**config.mk**
```make
export PLATFORM = sky130hd
export DESIGN_NAME = nbps_div
export DESIGN_NICKNAME = d
export VERILOG_FILES = /design/src/design/nbps_pkg.sv /design/src/design/nbps_div.sv
export SDC_FILE = /design/constraint.sdc
export NUM_CORES = 1
export LEC_CHECK = 0
export BUFFER_PORTS_ARGS = -buffer_cell sky130_fd_sc_hd__clkbuf_2
export CAP_MARGIN = 20
export CORE_MARGIN = 2
export CORE_UTILIZATION = 37
export CTS_BUF_LIST = sky130_fd_sc_hd__clkbuf_2
export DETAILED_ROUTE_END_ITERATION = 12
export PLACE_DENSITY_LB_ADDON = 0.08
export SLEW_MARGIN = 20
export SYNTH_ARGS = -nofsm -noshare
export SYNTH_HDL_FRONTEND = slang
export SYNTH_SLANG_ARGS = --single-unit
```
**constraint.sdc**
```tcl
create_clock -name aclk -period 5.6 [get_ports aclk]
set_clock_uncertainty 0.05 [all_clocks]
set_input_delay 0.84 -clock aclk [delete_from_list [all_inputs] [get_ports aclk]]
set_output_delay 0.84 -clock aclk [all_outputs]
set_load 0.03 [all_outputs]
```
**src/design/nbps_pkg.sv**
```systemverilog
// nbps_pkg: payload structs, register indexes and arithmetic widths for the
// pairwise frame step block. No dependencies.
`timescale 1ns / 1ps

package nbps_pkg;

    localparam int IDX_FIELD_W = 6;
    localparam int NUM_W       = 48;   // |d| << 16, |d| < 2^32
    localparam int DEN_W       = 64;   // force denominator
    localparam int CFG_IDX_W   = 2;
    localparam int CFG_DATA_W  = 31;

    localparam logic [CFG_IDX_W-1:0] CFG_PARTICLE_COUNT = 2'd0;
    localparam logic [CFG_IDX_W-1:0] CFG_AREA_WIDTH     = 2'd1;
    localparam logic [CFG_IDX_W-1:0] CFG_AREA_HEIGHT    = 2'd2;
    localparam logic [CFG_IDX_W-1:0] CFG_TIME_SCALE     = 2'd3;

    localparam logic OP_LOAD = 1'b0;
    localparam logic OP_STEP = 1'b1;

    typedef struct packed {
        logic                   operation;
        logic [IDX_FIELD_W-1:0] load_index;
        logic signed [31:0]     load_x;
        logic signed [31:0]     load_y;
    } in_item_t;

    typedef struct packed {
        logic [IDX_FIELD_W-1:0] particle_index;
        logic signed [31:0]     pos_x_out;
        logic signed [31:0]     pos_y_out;
        logic                   last_of_frame;
    } out_item_t;

endpackage

```
**src/design/nbps_div.sv**
```systemverilog
// nbps_div: restoring unsigned divider, one quotient bit per cycle.
// Depends on nbps_pkg for operand widths.
`timescale 1ns / 1ps

module nbps_div (
    input  logic                       aclk,
    input  logic                       aresetn,
    input  logic                       start,
    input  logic [nbps_pkg::NUM_W-1:0] num,
    input  logic [nbps_pkg::DEN_W-1:0] den,
    output logic                       done,
    output logic [nbps_pkg::NUM_W-1:0] quot
);
    import nbps_pkg::*;

    localparam int CNT_W = $clog2(NUM_W + 1);

    logic             busy_reg;
    logic             done_reg;
    logic [CNT_W-1:0] cnt_reg;
    logic [NUM_W-1:0] num_reg;
    logic [NUM_W-1:0] q_reg;
    logic [DEN_W-1:0] den_reg;
    logic [DEN_W-1:0] rem_reg;

    logic [DEN_W:0]   rem_sh;
    logic [DEN_W:0]   rem_sub;
    logic             ge;

    always_comb begin
        rem_sh  = {rem_reg, num_reg[NUM_W-1]};
        rem_sub = rem_sh - {1'b0, den_reg};
        ge      = (rem_sh >= {1'b0, den_reg});
    end

    always_ff @(posedge aclk) begin
        if (!aresetn) begin
            busy_reg <= 1'b0;
            done_reg <= 1'b0;
            cnt_reg  <= '0;
        end else begin
            done_reg <= !start && busy_reg && (cnt_reg == CNT_W'(1));
            if (start) begin
                busy_reg <= 1'b1;
                cnt_reg  <= CNT_W'(NUM_W);
            end else if (busy_reg) begin
                cnt_reg <= cnt_reg - 1'b1;
                if (cnt_reg == CNT_W'(1))
                    busy_reg <= 1'b0;
            end
        end
    end

    always_ff @(posedge aclk) begin
        if (start) begin
            num_reg <= num;
            den_reg <= den;
            rem_reg <= '0;
            q_reg   <= '0;
        end else if (busy_reg) begin
            num_reg <= {num_reg[NUM_W-2:0], 1'b0};
            q_reg   <= {q_reg[NUM_W-2:0], ge};
            rem_reg <= ge ? rem_sub[DEN_W-1:0] : rem_sh[DEN_W-1:0];
        end
    end

    assign done = done_reg;
    assign quot = q_reg;

endmodule

```
== Word level (Yosys, flattened, before mapping) ==
Index checks and enable logic that the tools add are counted.

* Output and inout port bits: 49
* Logic and storage cells: 26
* Register bits after elaboration: 232
* Input port bits: 115

* Mux-type cells: 8
* Equal/unequal tests: 1
* $lt $le $gt $ge: 1
* Add/subtract/negate cells: 2
* Bitwise gates (word level): 1
* Reduce and logical (&&, ||, !) cells: 5

{| class="wikitable"
|+ Operators with widths
! cell !! number
|-
| $mux 48 || 2
|-
| $ge 65x64->1 || 1
|-
| $mux 64 || 1
|-
| $sub 64x64->64 || 1
|-
| $mux 6 || 2
|-
| $eq 6x1->1 const B || 1
|-
| $sub 6x1->6 const B || 1
|-
| $mux 1 || 3
|-
| $logic_and 1x1->1 || 2
|-
| $reduce_bool 2->1 || 1
|-
| $reduce_or 2->1 || 1
|-
| $logic_not 1->1 || 1
|-
| $not 1->1 || 1
|}

== Longest topological paths before layout ==
* Word-level depth: 4
* Depth in mapped cells: 16
* Gate-level depth less buffers: 14

== Worst setup path before layout ==
Ideal clock, no wire load.

* Path kind: reg-to-reg
* Start: register num_reg[47]
* End: register rem_reg[58]
* Data arrival time: 3.060 ns
* Clock period less this slack: 3.243 ns
* Required time: 5.418 ns
* Path slack: 2.357 ns
* Stages on the path, launching flop included: 15
* Cells stage by stage: edfxtp_1 > inv_1 > ha_1 > fa_1 > and2b_1 > o2111ai_1 > a2111oi_1 > a211oi_2 > a2111oi_2 > o21a_1 > nor3b_2 > o21a_1 > o21ai_1 > mux2i_1 > o21ai_0

* Cells in the longest elaborated chain, start to end: 2

{| class="wikitable"
|+ RTL lines
! element !! line !! text
|-
| start, declared || nbps_div.sv:21 || <nowiki>logic [NUM_W-1:0] num_reg;</nowiki>
|-
| start signal, assigned || nbps_div.sv:56 || <nowiki>num_reg <= num;</nowiki>
|-
| start signal, assigned || nbps_div.sv:61 || <nowiki>num_reg <= {num_reg[NUM_W-2:0], 1'b0};</nowiki>
|-
| $sub 64x64->64 or $ge 65x64->1 (tied branches) || nbps_div.sv:32, nbps_div.sv:33 ||
|-
| $mux 64 * || nbps_div.sv:63 || <nowiki>rem_reg <= ge ? rem_sub[DEN_W-1:0] : rem_sh[DEN_W-1:0];</nowiki>
|-
| end signal, assigned || nbps_div.sv:63 ||
|-
| end, declared || nbps_div.sv:24 || <nowiki>logic [DEN_W-1:0] rem_reg;</nowiki>
|}

Every way passes the cells marked *; elsewhere a longest branch is shown, timed or not.
A chain may end at the register's enable or synchronous reset.

== Worst setup path in the final report ==
* Start: register den_reg[58]
* End: register rem_reg[59]

* Cells in the longest elaborated chain, start to end: 2

{| class="wikitable"
|+ RTL lines
! element !! line !! text
|-
| start, declared || nbps_div.sv:23 || <nowiki>logic [DEN_W-1:0] den_reg;</nowiki>
|-
| start signal, assigned || nbps_div.sv:57 || <nowiki>den_reg <= den;</nowiki>
|-
| $sub 64x64->64 or $ge 65x64->1 (tied branches) || nbps_div.sv:32, nbps_div.sv:33 ||
|-
| $mux 64 * || nbps_div.sv:63 ||
|}

Marked as above.

==> results.txt <==
- The run finished with clean final reports.
- The total count of max-transition violations in the final report came to 0.
* Syn Inst Count: 1325
- For this run, the slowest stage of the critical path takes 0.53 ns.
- The clock passes through at most 3 buffers.
* Highest-delay cell along the critical path: sky130_fd_sc_hd__a221oi_1
- In this run the count of I/O pins placed on the die edge is 164.
- Via count: 10400
- The detailed router finished its first iteration with 512 violations.
- Averaged over all synthesized cells, the footprint is 9.72 um^2.
- Setup tns final: 0 ns
- Number of filler cells placed in the layout: 3520
- Primary FF master, synth: sky130_fd_sc_hd__dfxtp_1
- In this run the number of H-tree levels came out at 3.
* Critical path class: flop to flop
- By instance count, the cell type seen most on the critical path is sky130_fd_sc_hd__a21o_1.
- Grouping stages by cell kind, the critical path spends the most delay in compound AO/OA/AOI/OAI gates.
- Final HPWL from detailed placement: 22100 um
* Maximum number of pins on one net before global-route repair: 107
- The number of nets in the synthesized netlist is 1507.
* DRC violation count after routing: 0
* Final weighted congestion in routability-driven placement: 0.813
- Latest clock arrival within the worst-skew pair: 0.96 ns
- STA puts the critical path data arrival time at 4.44 ns.
- Yosys mapped a number of flops with a built-in enable equal to 112.
* Synth area leader: sky130_fd_sc_hd__edfxtp_1
- IR analysis of the VDD net gives a maximum drop of 0.000180 V.
* Maximum fanout along the worst path: 26
* Fraction of final layout cells with drive strength greater than 1: 22.6%
- From bottom edge to top edge, the die measures 191 um.
* Area of the die: 36300 um^2
- TritonCTS clock tree: done
- Critical path launch point type: flop
* Series of cell instances along the critical path: inv_1 -> ha_1 -> a21o_1 -> a21o_1 -> a21oi_1 -> o21bai_1 -> a21o_1 -> a221oi_1 -> nand3_4 -> buf_4 -> or3_1 -> o21ai_0 -> a211oi_1
- The clock drives 232 sinks.
- Placeable core region: 34400 um^2
* Power Density: 279 nW/um^2
- OpenSTA, run right after detailed placement, puts the worst setup slack at 1.86 ns.
- Unrepaired setup endpoints after global routing: no
- The initial antenna violation count came to 3.
* CTS buffer count: 69
- Layout area overhead: 19.2%
- Clock tree root buffer cell: sky130_fd_sc_hd__clkbuf_2
* Setup-failing EPs final: 0
- The worst hold path belongs to the class primary input to flop.
- For this run, the top clock speed supported by timing is 266 MHz.
- Setup Fix Bufs, Post-CTS: 0
- Wire per inst: 15.5 um
* Via count of the first global-routing pass: 10700
* Leak pwr: 0.00657 uW
- By area the synthesized netlist is led by sky130_fd_sc_hd__edfxtp_1 (26%), sky130_fd_sc_hd__dfxtp_1 (19%), sky130_fd_sc_hd__mux2i_1 (6.5%).
* Syn Std Cell Area: 12900 um^2
- Max-cap violations in this run came to 0.
* Buffers and inverters on the worst path: 2
- Buffers placed on the I/O ports in this run total 163.
- Row cnt: 68
- Worst-path clk slew: 0.11 ns
- Share of the cycle needed by the critical path after routing: 67.2%
- PostCTS Resize Cnt: 0
- The clock period could shrink to 3.76 ns.
- Share of Yosys cell area claimed by the top area cell type: 26.1%
- Placed standard-cell area: 14100 um^2
- Data required time of the worst path: 6.28 ns
* Synthesis warning total: 0
* Fraction of registers with async set/reset: 0%
* All-layer global routing usage: 18.1%
- Via count normalized by instance count: 5.00
- Counting distinct cell types in the post-synthesis netlist gives 77.
- GRT overflow: 0
- In this run the tightest slew margin relative to its limit is 32.0%.
- Final Instance Area: 15400 um^2
* Effective utilization at floorplan: 37.5%
- In this run, synthesis produced a sequential element count of 232.
* First drt pass iteration count: 5
- The hold violation total from the final report was 0.
- Final net count: 1742
- Die outline width: 191 um
- Count of nets left with antenna violations after detail routing: 0
- For the pin with the worst max-slew slack, the measured transition is 1.02 ns.
* First-pass GRT wire length: 53300 um
- Detailed Route WL: 32200 um
- The worst setup path is captured at a flop.
* Seq/Total Area, Yosys: 44.8%
* Total of hold buffers inserted after clock tree synthesis: 63
* Worst setup margin: 1.84 ns
[stage by stage]
stage	hold WS, ns	util, %	instances	power, uW
after floorplan	0.419	-	1325	2700
after global placement	0.431	40.9	1881	2940
after detailed placement	0.438	40.9	1881	2940
after CTS	0.0164	44.6	2071	4380
after global routing	-0.00982	44.7	2074	4600
final	0.140	44.7	2074	4290
[path summary, 6_finish.rpt]
path	from	to	slack [ns]	cells after the start
max	den_reg[58]	rem_reg[59]	1.84	13
min reg2reg	quot[47]	quot[47]	0.45	2
max reg2reg	den_reg[58]	rem_reg[59]	1.84	13
min	den[1]	den_reg[1]	0.14	1
[report_power, final]
group | leakage (uW) | total [uW] | internal (uW) | switching, uW
sequential | 0.00209 | 1960 | 1910 | 55.2
clock | 0.000503 | 1350 | 569 | 783
combinational | 0.00397 | 977 | 415 | 561
[worst register-to-register path: stages, from the launching register on]
cell,delay (ns)
sky130_fd_sc_hd__edfxtp_1,0.33
sky130_fd_sc_hd__inv_1,0.04
sky130_fd_sc_hd__ha_1,0.39
sky130_fd_sc_hd__a21o_1,0.19
sky130_fd_sc_hd__a21o_1,0.18
sky130_fd_sc_hd__a21oi_1,0.27
sky130_fd_sc_hd__o21bai_1,0.10
sky130_fd_sc_hd__a21o_1,0.19
sky130_fd_sc_hd__a221oi_1,0.54
sky130_fd_sc_hd__nand3_4,0.43
sky130_fd_sc_hd__buf_4,0.40
sky130_fd_sc_hd__or3_1,0.35
sky130_fd_sc_hd__o21ai_0,0.08
sky130_fd_sc_hd__a211oi_1,0.07
[metal layers]
metal	part of all wire, %	wire length, um	up-vias	global-route usage [%]
li1	-	-	5282	-
met1	48	15500	4796	23.7
met2	43	13800	233	27.4
met3	6.4	2080	61	6.35
met4	2.6	834	2	7.07
met5	0.040	13	-	0
[synthesized netlist by cell type, drive strengths merged, types with 8 or more instances]
library cell	instances
nor2	151
dfxtp	120
edfxtp	112
nand2	91
inv	88
a21oi	84
mux2i	84
o21ai	68
ha	66
a211oi	58
mux2	47
clkbuf	44
xnor2	34
a21o	33
xor2	28
buf	27
nand3	17
nand4	17
nor3	17
a31oi	16
o21bai	12
and3	11
o21a	10
nor2b	8
o22ai	8
[placed cells by master, fill, tap and decap left out, drive strengths merged, types with 4 or more instances in the layout]
master,netlist,routed
mux2,47,47
a21oi,84,84
and3,11,11
a221oi,5,5
o21ai,68,68
clkbuf,44,274
nand2b,5,5
buf,27,9
xor2,28,28
clkinv,1,13
o21bai,12,12
o21a,10,10
inv,88,89
a21boi,4,4
a21o,33,33
a211oi,58,58
nor4,6,6
ha,66,66
o22ai,8,8
and2,5,5
nor3,17,17
mux2i,84,84
or2,6,6
nor2b,8,8
a31oi,16,16
dlygate4sd3,0,63
nand4,17,17
nor2,151,151
nand2,91,91
xnor2,34,34
nand3,17,17
dfxtp,120,120
edfxtp,112,112
[layout make-up]
class	count	area (um^2)	area share (%)
Inverter	89	334	2.18
Clock buffer	111	556	3.62
Antenna cell	3	7.51	0.0489
Tap cell	455	569	3.71
Multi-Input combinational cell	933	6500	42.3
Timing Repair Buffer	235	1520	9.92
Sequential cell	232	5770	37.6
Clock inverter	16	100	0.652
[cell families (layout without fill, tap and decap cells)]
logic type / Yosys count / after routing / share of synthesized area [%]
simple gates: 345 / 345 / 12.1
compound gates: 328 / 328 / 16.8
flops: 232 / 232 / 44.8
buf+inv: 160 / 451 / 4.93
mux: 131 / 131 / 10.6
fa+ha+maj: 67 / 67 / 6.57
xor+xnor: 62 / 62 / 4.22
other cells: 0 / 3 / 0
Power figures use the tool's default switching activity.
